### config.mk
export PLATFORM = sky130hd
export DESIGN_NAME = utf8_to_ucs2_decoder
export DESIGN_NICKNAME = d
export VERILOG_FILES = /design/src/rtl/core/utf8d_pkg.sv /design/src/rtl/core/utf8d_decode.sv /design/src/rtl/core/utf8_to_ucs2_decoder.sv
export SDC_FILE = /design/constraint.sdc
export NUM_CORES = 1
export LEC_CHECK = 0
export BUFFER_PORTS_ARGS = -buffer_cell sky130_fd_sc_hd__buf_2
export CORE_MARGIN = 8
export CORE_UTILIZATION = 55
export CTS_BUF_LIST = sky130_fd_sc_hd__clkbuf_8
export CTS_CLUSTER_DIAMETER = 80
export DETAILED_ROUTE_END_ITERATION = 8
export GPL_ROUTABILITY_DRIVEN = 0
export MAX_ROUTING_LAYER = met4
export PLACE_DENSITY = 0.79
export RECOVER_POWER = 25
export SLEW_MARGIN = 15
export SYNTH_ARGS = -nofsm -noshare
export SYNTH_HDL_FRONTEND = slang
export SYNTH_HIERARCHICAL = 1
export SYNTH_SLANG_ARGS = --single-unit
### constraint.sdc
create_clock -name clk_i -period 5.39 [get_ports clk_i]
set_clock_uncertainty 0.1 [all_clocks]
set_input_delay 1.078 -clock clk_i [delete_from_list [all_inputs] [get_ports clk_i]]
set_output_delay 1.078 -clock clk_i [all_outputs]
set_load 0.01 [all_outputs]
### src/rtl/core/utf8d_pkg.sv
// utf8d_pkg: shared types and constants for the UTF-8 to 16-bit code unit decoder.
// No dependencies; imported by utf8d_decode, utf8_to_ucs2_decoder and the testbench.
`default_nettype none

package utf8d_pkg;

  // Lead byte classification masks and patterns
  localparam logic [7:0] LEAD3_MASK = 8'hF0;
  localparam logic [7:0] LEAD3_PAT  = 8'hE0;
  localparam logic [7:0] LEAD2_MASK = 8'hE0;
  localparam logic [7:0] LEAD2_PAT  = 8'hC0;
  localparam logic [7:0] CONT_MASK  = 8'hC0;
  localparam logic [7:0] CONT_PAT   = 8'h80;

  // Continuation bytes still expected
  localparam logic [1:0] PEND_NONE = 2'd0;
  localparam logic [1:0] PEND_ONE  = 2'd1;
  localparam logic [1:0] PEND_TWO  = 2'd2;

  // Decoder sequence state
  typedef struct packed {
    logic [1:0]  pending;
    logic [15:0] partial;
    logic        halted;
  } dec_state_t;

  // One result transaction
  typedef struct packed {
    logic [15:0] code_unit;
    logic        char_valid;
    logic        string_end;
    logic        stopped;
  } dec_result_t;

endpackage : utf8d_pkg

`default_nettype wire

### src/rtl/core/utf8d_decode.sv
// utf8d_decode: per-byte decode step, next sequence state and optional result.
// Depends on utf8d_pkg.
`default_nettype none

module utf8d_decode (
  input  utf8d_pkg::dec_state_t  state_i,
  input  logic [7:0]             data_byte_i,
  input  logic                   final_byte_i,
  output utf8d_pkg::dec_state_t  state_o,
  output utf8d_pkg::dec_result_t result_o,
  output logic                   result_valid_o
);
  import utf8d_pkg::*;

  logic        do_stop;
  logic        do_char;
  logic [15:0] char_val;
  dec_state_t  step_state;

  // Classify the byte against the current sequence state
  always_comb begin
    step_state = state_i;
    do_stop    = 1'b0;
    do_char    = 1'b0;
    char_val   = 16'h0000;
    if (state_i.halted) begin
      // ignore bytes until the end of the string
      if (final_byte_i) begin
        step_state.halted  = 1'b0;
        step_state.pending = PEND_NONE;
        step_state.partial = 16'h0000;
      end
    end else if (state_i.pending == PEND_NONE) begin
      if ((data_byte_i & LEAD3_MASK) == LEAD3_PAT) begin
        if (final_byte_i) begin
          do_stop = 1'b1;
        end else begin
          step_state.partial = {data_byte_i[3:0], 12'h000};
          step_state.pending = PEND_TWO;
        end
      end else if ((data_byte_i & LEAD2_MASK) == LEAD2_PAT) begin
        if (final_byte_i) begin
          do_stop = 1'b1;
        end else begin
          step_state.partial = {5'b00000, data_byte_i[4:0], 6'b000000};
          step_state.pending = PEND_ONE;
        end
      end else if (!data_byte_i[7]) begin
        do_char  = 1'b1;
        char_val = {8'h00, data_byte_i};
      end else begin
        do_stop = 1'b1;
      end
    end else if ((data_byte_i & CONT_MASK) != CONT_PAT) begin
      do_stop = 1'b1;
    end else if (state_i.pending[1]) begin
      // middle byte of a three-byte sequence
      step_state.partial = state_i.partial | {4'h0, data_byte_i[5:0], 6'b000000};
      step_state.pending = PEND_ONE;
      do_stop            = final_byte_i;
    end else begin
      do_char  = 1'b1;
      char_val = state_i.partial | {10'b0000000000, data_byte_i[5:0]};
    end
  end

  // Resolve into result and next state; a zero character is a stop
  always_comb begin
    state_o        = step_state;
    result_o       = '0;
    result_valid_o = 1'b0;
    if (do_stop || (do_char && (char_val == 16'h0000))) begin
      state_o.pending     = PEND_NONE;
      state_o.partial     = 16'h0000;
      state_o.halted      = !final_byte_i;
      result_o.string_end = 1'b1;
      result_o.stopped    = 1'b1;
      result_valid_o      = 1'b1;
    end else if (do_char) begin
      state_o.pending     = PEND_NONE;
      state_o.partial     = 16'h0000;
      result_o.code_unit  = char_val;
      result_o.char_valid = 1'b1;
      result_o.string_end = final_byte_i;
      result_valid_o      = 1'b1;
    end
  end

endmodule : utf8d_decode

`default_nettype wire

### src/rtl/core/utf8_to_ucs2_decoder.sv
// utf8_to_ucs2_decoder: top level; sequence state, output register and skid stage.
// Depends on utf8d_pkg and utf8d_decode.
//
//   channel | direction | handshake           | payload
//   --------+-----------+---------------------+------------------------------------------
//   input   | in        | valid_i / stall_o   | data_byte_i, final_byte_i
//   result  | out       | valid_o / stall_i   | code_unit_o, char_valid_o, string_end_o,
//           |           |                     | stopped_o
//
// One byte per cycle while stall_o is low; a result goes to the output register or skid.
// The sequence state registers close a loop through the combinational decode step.
// A two-entry output (register plus skid) keeps input accepted while a result waits;
// stall_o rises only once both entries are full.
// Reset clears the sequence state and both output valid bits.
`default_nettype none

module utf8_to_ucs2_decoder (
  input  logic        clk_i,
  input  logic        rst_ni,
  input  logic        valid_i,
  output logic        stall_o,
  input  logic [7:0]  data_byte_i,
  input  logic        final_byte_i,
  output logic        valid_o,
  input  logic        stall_i,
  output logic [15:0] code_unit_o,
  output logic        char_valid_o,
  output logic        string_end_o,
  output logic        stopped_o
);
  import utf8d_pkg::*;

  dec_state_t  state_q, state_d;
  dec_result_t res;
  logic        res_valid;
  logic        in_fire;
  logic        out_fire;

  dec_result_t out_q;
  logic        out_valid_q;
  dec_result_t skid_q;
  logic        skid_valid_q;

  utf8d_decode u_decode (
    .state_i        (state_q),
    .data_byte_i    (data_byte_i),
    .final_byte_i   (final_byte_i),
    .state_o        (state_d),
    .result_o       (res),
    .result_valid_o (res_valid)
  );

  assign stall_o  = skid_valid_q;
  assign in_fire  = valid_i && !skid_valid_q;
  assign out_fire = out_valid_q && !stall_i;

  // Sequence state
  always_ff @(posedge clk_i or negedge rst_ni) begin
    if (!rst_ni) begin
      state_q <= '0;
    end else if (in_fire) begin
      state_q <= state_d;
    end
  end

  // Output register and skid valid bits
  always_ff @(posedge clk_i or negedge rst_ni) begin
    if (!rst_ni) begin
      out_valid_q  <= 1'b0;
      skid_valid_q <= 1'b0;
    end else if (skid_valid_q) begin
      if (out_fire) begin
        skid_valid_q <= 1'b0;
      end
    end else if (!out_valid_q || out_fire) begin
      out_valid_q <= in_fire && res_valid;
    end else if (in_fire && res_valid) begin
      skid_valid_q <= 1'b1;
    end
  end

  // Output and skid payload
  always_ff @(posedge clk_i) begin
    if (skid_valid_q) begin
      if (out_fire) begin
        out_q <= skid_q;
      end
    end else if (!out_valid_q || out_fire) begin
      if (in_fire && res_valid) begin
        out_q <= res;
      end
    end else if (in_fire && res_valid) begin
      skid_q <= res;
    end
  end

  assign valid_o      = out_valid_q;
  assign code_unit_o  = out_q.code_unit;
  assign char_valid_o = out_q.char_valid;
  assign string_end_o = out_q.string_end;
  assign stopped_o    = out_q.stopped;

`ifndef SYNTHESIS
  // skid entry only holds data behind a full output register
  a_skid_behind_out: assert property (@(posedge clk_i) disable iff (!rst_ni)
    skid_valid_q |-> out_valid_q)
    else $error("skid full with empty output register");

  // a delivered character is never zero
  a_char_nonzero: assert property (@(posedge clk_i) disable iff (!rst_ni)
    (valid_o && char_valid_o) |-> (code_unit_o != 16'h0000))
    else $error("zero code unit delivered as character");

  // a stop ends the string and carries no character
  a_stop_form: assert property (@(posedge clk_i) disable iff (!rst_ni)
    (valid_o && stopped_o) |-> (string_end_o && !char_valid_o && code_unit_o == 16'h0000))
    else $error("malformed stop result");

  // while halted, no sequence is in progress
  a_halt_clear: assert property (@(posedge clk_i) disable iff (!rst_ni)
    state_q.halted |-> (state_q.pending == PEND_NONE && state_q.partial == 16'h0000))
    else $error("sequence state left behind a stop");
`endif

endmodule : utf8_to_ucs2_decoder

`default_nettype wire

### After elaboration in Yosys (flattened, before gate mapping)

Index checks and enable logic that the tools add are counted.

| operators by class | value |
|---|---|
| multiplexer cells | 49 |
| equality and inequality tests | 9 |
| bitwise operators | 4 |
| reductions and logical operators | 20 |

Operators with widths:

| cell | count |
|---|---|
| $mux W18 | 10 |
| $mux W16 | 6 |
| $mux W19 | 5 |
| $mux W17 | 2 |
| $mux W1 | 25 |
| $ne A6 B5 Y1 const B | 3 |
| $logic_not A16 Y1 | 1 |
| $or A16 B12 Y16 | 1 |
| $or A16 B6 Y16 | 1 |
| $mux W7 | 1 |
| $reduce_and A7 Y1 | 1 |
| $reduce_and A3 Y1 | 2 |
| $reduce_and A6 Y1 | 1 |
| $ne A5 B3 Y1 const B | 1 |
| $reduce_bool A5 Y1 | 1 |
| $eq A4 B4 Y1 const B | 1 |
| $logic_and A1 B1 Y1 | 4 |
| $logic_not A1 Y1 | 4 |
| $ne A2 B2 Y1 const B | 2 |
| $ne A4 B2 Y1 const B | 1 |
| $reduce_bool A2 Y1 | 2 |
| $eq A3 B3 Y1 const B | 1 |
| $logic_not A2 Y1 | 1 |
| $logic_or A1 B1 Y1 | 2 |
| other kinds (2) | 3 |

| word-level totals | value |
|---|---|
| register bits | 59 |
| input port bits | 13 |
| word-level logic and storage cells | 96 |

### Logic depth before layout (Yosys ltp)

| depth | value |
|---|---|
| depth in word-level cells | 13 |
| depth in mapped cells | 8 |
| gate-level depth less buffers | 6 |

### Hierarchy

Netlist, hierarchy kept.

By module, submodules not included:

| module | times used | area each (um^2) | cells an instance |
|---|---|---|---|
| utf8_to_ucs2_decoder | 1 | 2,279.7 | 111 |
| utf8d_decode | 1 | 860.8 | 129 |

### Worst setup path after synthesis

No wires, ideal clock.

| timing path | value |
|---|---|
| kind | input port to flip-flop |
| from | input port data_byte_i[7] |
| to | register out_q, in the netlist char_valid_o, enable pin |
| cell stages on the path | 7 |
| path buffers | 1 |
| data required time | 4.893 ns |
| path slack | 1.883 ns |
| data arrival time | 3.011 ns |
| cell sequence | or3b_1 buf_6 o21bai_1 a21o_1 nand2_1 a21oi_1 nor2b_1 |

| on the way | value |
|---|---|
| longest elaborated chain between the ends | 12 |
| elaborated cells on any way between the ends | 29 |
| those cells by class | eq/ne (3); mux (20); reduce/logical (6) |

Ends and longest elaborated chain:

| what | RTL line | text |
|---|---|---|
| from (decl) | utf8_to_ucs2_decoder.sv:22 | `input logic [7:0] data_byte_i,` |
| $eq A3 B3 Y1 or $mux W7 (tied branches) | utf8d_decode.sv:41, utf8d_decode.sv:48 |  |
| $mux W16 | utf8d_decode.sv:41 | `end else if ((data_byte_i & LEAD2_MASK) == LEAD2_PAT) begin` |
| $mux W16 | utf8d_decode.sv:34 | `if ((data_byte_i & LEAD3_MASK) == LEAD3_PAT) begin` |
| $mux W16 | utf8d_decode.sv:33 | `end else if (state_i.pending == PEND_NONE) begin` |
| $mux W16 | utf8d_decode.sv:26 | `if (state_i.halted) begin` |
| $logic_not A16 Y1 | utf8d_decode.sv:72 | `if (do_stop \|\| (do_char && (char_val == 16'h0000))) begin` |
| $logic_and A1 B1 Y1 | utf8d_decode.sv:72 |  |
| $logic_or A1 B1 Y1 | utf8d_decode.sv:72 |  |
| $mux W1 (*) | utf8d_decode.sv:72 |  |
| named net res_valid | utf8_to_ucs2_decoder.sv:35 | `logic res_valid;` |
| $logic_and A1 B1 Y1 (*) | utf8_to_ucs2_decoder.sv:89 | `if (in_fire && res_valid) begin` |
| $reduce_bool A2 Y1 (no line) (*) | - |  |
| $reduce_and A3 Y1 (no line) (*) | - |  |
| to (signal assigned) | utf8_to_ucs2_decoder.sv:86 | `out_q <= skid_q;` |
| to (signal assigned) | utf8_to_ucs2_decoder.sv:90 | `out_q <= res;` |
| to (decl) | utf8_to_ucs2_decoder.sv:39 | `dec_result_t out_q;` |

The timed path passes the listed nets; every way through them passes the cells marked *.
A chain may end at the register's enable or synchronous reset.

### Final worst setup path

| timing path | value |
|---|---|
| from | input port data_byte_i[7] |
| to | register skid_q[4] (netlist name), enable pin |

| on the way | value |
|---|---|
| longest elaborated chain between the ends | 11 |
| elaborated cells on any way between the ends | 28 |
| those cells by class | eq/ne (3); mux (20); reduce/logical (5) |

Ends and longest elaborated chain:

| what | RTL line | text |
|---|---|---|
| $eq A3 B3 Y1 or $mux W7 (tied branches) | utf8d_decode.sv:41, utf8d_decode.sv:48 |  |
| $mux W16 | utf8d_decode.sv:41 |  |
| $mux W16 | utf8d_decode.sv:34 |  |
| $mux W16 | utf8d_decode.sv:33 |  |
| $mux W16 | utf8d_decode.sv:26 |  |
| $logic_not A16 Y1 | utf8d_decode.sv:72 |  |
| $logic_and A1 B1 Y1 | utf8d_decode.sv:72 |  |
| $logic_or A1 B1 Y1 | utf8d_decode.sv:72 |  |
| $mux W1 (*) | utf8d_decode.sv:72 |  |
| named net res_valid | utf8_to_ucs2_decoder.sv:35 |  |
| $logic_and A1 B1 Y1 (*) | utf8_to_ucs2_decoder.sv:92 | `end else if (in_fire && res_valid) begin` |
| $reduce_and A3 Y1 (no line) (*) | - |  |
| to (signal assigned) | utf8_to_ucs2_decoder.sv:93 | `skid_q <= res;` |
| to (decl) | utf8_to_ucs2_decoder.sv:41 | `dec_result_t skid_q;` |

Marked as above.

==> summary.md <==
| Metric | Value |
|---|---|
| Maximum VDD drop | 154 uV |
| Worst Path Buf+Inv | 1 |
| Fillers | 451 |
| IO Count | 34 |
| CP max FO | 19 |
| Nets | around 280 |
| Hold Buf Count CTS | 0 |
| DRT Pass-1 Iters | 4 |
| Row cnt | 27 |
| First-pass GRT wire length | 10.3 mm |
| Area of the multi-input gates | 0.00133 sq mm |
| Post-synth EDFFs | 38 |
| Hold WC Path Type | reg -> reg |
| Final Instance Count excl. Fillers | approximately 350 |
| Setup Crit Path Kind | in -> reg |
| Hold Fails Final Rpt | 0 |
| CTS tree | yes |
| Clock buffer depth | 2 |
| TritonCTS buffer count | 9 |
| Sequential Power Share | 47.6% |
| Starting Density | 57.0% |
| Power Density | approximately 370 mW/mm^2 |
| Total routed wirelength | 6.31 mm |
| Post_cts resized | 0 |
| Slowest-stage cell, CP | and4_1 |
| Worst slack, placed | 1.77 ns |
| Status | completed |
| Worst-Margin Slew | 1.23 ns |
| Total power | 1280 uW |
| Cells after Synth | 240 |
| Crit. End Element | flop |
| Crit path arrival time | 3.13 ns |
| Max-cap viol count | 0 |
| Total track usage | 15.8% |
| FF/Latch Area | about 0.0017 sq mm |
| Leading area contributor after synthesis | edfxtp_1 |
| Type of origin of the critical path | input pin |
| Clk pin slew, worst setup/hold paths | 0.06 ns |
| Final ANT Viol Nets | 0 |
| Critical Path RT | 5.24 ns |
| Async S/R FF share, synth | 35.6% |
| Die width | 91.6 microns |
| Yosys top cell area share | a little over a third |
| Slowest stage delay, CP | around 0.76 ns |
| Min Tclk post-route | 3.28 ns |
| Endpoints failing setup | 0 |
| Most frequent cell after synthesis | edfxtp_1 |
| Antenna fix cells | 0 |
| Static leakage | 0.00139 uW |
| Chip height | 91.6 microns |
| Top delay family on crit path | simple AND/OR/NAND/NOR gates |
| Starting DRT DRC Count | 119 |
| Layout cells sized above 1 | a little under a third |
| Syn nets | about 250 |
| Sw frac | 30.6% |
| Wire per inst | 18.2 microns |
| Die area | approximately 0.0084 sq mm |
| RSZ-0062 raised after global routing | no |
| Syn Std Cell Area | approximately 0.0031 sq mm |
| Commonest cells post-synth | edfxtp_1 (38), dfrtp_1 (21), and2_1 (19), mux2_2 (19), mux2_4 (19) |
| Setup_tns | 0 ns |
| Largest net degree at the start of global routing | 26 |
| Worst-Skew Late Latency | 0.33 ns |
| Core footprint | 0.00551 sq mm |
| Crit path cell chain | buf_2, or3b_1, o21bai_1, a21o_1, nand2_1, and4_1 |
| Post-Place Cells | 330 |
| Fmax | 0.305 GHz |
| Main synth FF type | edfxtp_1 |
| Sequential-to-total area share from yosys stat | between 50 and 60% |
| Combinational Power Share | 23.2% |
| Drt drc | 0 |
| Layout Area Growth over Synthesis | 9.40% |
| Slew margin rel. | 17.7% |
| Synth cell types | 55 |
| Root Driver | clkbuf_8 |
| HPWL after detailed placement | 4.37 mm |
| Avg Inst Size Synth | 13.1 sq um |
| PortBufs | 33 |
| Vias per cell | 5.91 |
| Top area cells in the synthesized netlist | edfxtp_1 (36%), dfrtp_1 (17%), mux2_4 (9.1%) |
| Antenna violations before repair | 0 |
| Clock share of power | 29.1% |
| Setup WS post-layout | 2.11 ns |
| P_int | 887 uW |
| Syn. warnings | 6 |
| CTS sink cnt | 59 |
| Fin crit share | approximately 61% |
| Yosys reg bits | 59 |
| Htree depth | 3 |
| NetSw | 391 uW |
| Vias | 2,044 |
| Post-CTS setup buffers | 0 |
| Grt ovf | 0 |
| Vias in the first global route | 2,049 |
| Final Slew Violations | 0 |
per-stage QoR:
stage	cell area [sq um]	hold WS, ns	utilization, %
6_report	3440	0.445	62.4
5_1_grt	3440	0.466	62.4
4_1_cts	3450	0.444	62.7
3_5_place_dp	3270	0.429	59.4
3_3_place_gp	3270	0.428	59.4
2_1_floorplan	3140	0.392	-
worst paths after layout:
| kind | startpoint | endpoint | slack [ns] | cells after the start |
|---|---|---|---|---|
| hold reg to reg | skid_q[12]$_DFFE_PP_ | code_unit_o[9]$_DFFE_PP_ | 0.45 | 1 |
| setup / recovery | data_byte_i[7] | skid_q[4]$_DFFE_PP_ | 2.11 | 6 |
| setup reg to reg | state_q[18]$_DFFE_PN0P_ | skid_q[4]$_DFFE_PP_ | 2.50 | 5 |
| min in group asynchronous | rst_ni | state_q[4]$_DFFE_PN0P_ | 0.89 | 1 |
| hold / removal | skid_q[12]$_DFFE_PP_ | code_unit_o[9]$_DFFE_PP_ | 0.45 | 1 |
| max in group asynchronous | rst_ni | state_q[9]$_DFFE_PN0P_ | 3.56 | 1 |
layer usage:
metal	vias up	share of wire (%)	track usage, %
li1	967	-	-
met1	1002	46	19.3
met2	64	46	23.3
met3	11	5.3	5.02
met4	0	1.9	7.50
met5	-	0	-
registers in the layout (all words and copies together), names as in the netlist:
register / count
valid_o: 1
char_valid_o: 1
state_q: 19
string_end_o: 1
stall_o: 1
code_unit_o: 16
skid_q: 19
stopped_o: 1
cell families after synthesis:
family,Yosys count,share of synthesized area (%)
multiplexers,39,16.2
flip-flops,59,53.1
AND/OR/NAND/NOR,74,13.7
AO/OA/AOI/OAI,48,12.3
buffers and inverters,20,4.74
cells in the final DEF, fill, tap and decap left out, types with 2 or more instances in the layout:
| master | instances |
|---|---|
| mux2_2 | 19 |
| nand2b_1 | 2 |
| a22oi_1 | 2 |
| nor3_1 | 10 |
| nand2_1 | 10 |
| a21boi_0 | 2 |
| clkinv_2 | 3 |
| edfxtp_1 | 38 |
| buf_2 | 19 |
| o31ai_1 | 3 |
| nor2_1 | 13 |
| a211oi_1 | 3 |
| dfrtp_1 | 21 |
| o21ai_0 | 4 |
| a22oi_2 | 4 |
| and2_1 | 19 |
| o21bai_1 | 2 |
| nor4_1 | 2 |
| clkbuf_1 | 14 |
| inv_1 | 5 |
| a32oi_1 | 2 |
| o211ai_1 | 6 |
| nand4b_1 | 3 |
| clkbuf_8 | 9 |
| mux2_4 | 19 |
| a21oi_1 | 8 |
layout make-up:
cell class	instances	area share [%]
tap	72	2.62
clock inverter	7	1.75
sequential	59	48.5
inverter	4	0.437
clock buffer	9	3.61
multi-input combinational	161	38.6
timing repair buffer	34	4.52
power by group through the flow:
stage               combinational (uW)  clock (uW)  sequential (uW)
floorplan                          222           0              615
global placement                   292           0              615
detailed placement                 302           0              618
CTS                                304         381              609
global route                       323         399              617
finish                             297         372              609
No activity file was read; power rests on OpenSTA's default activity.
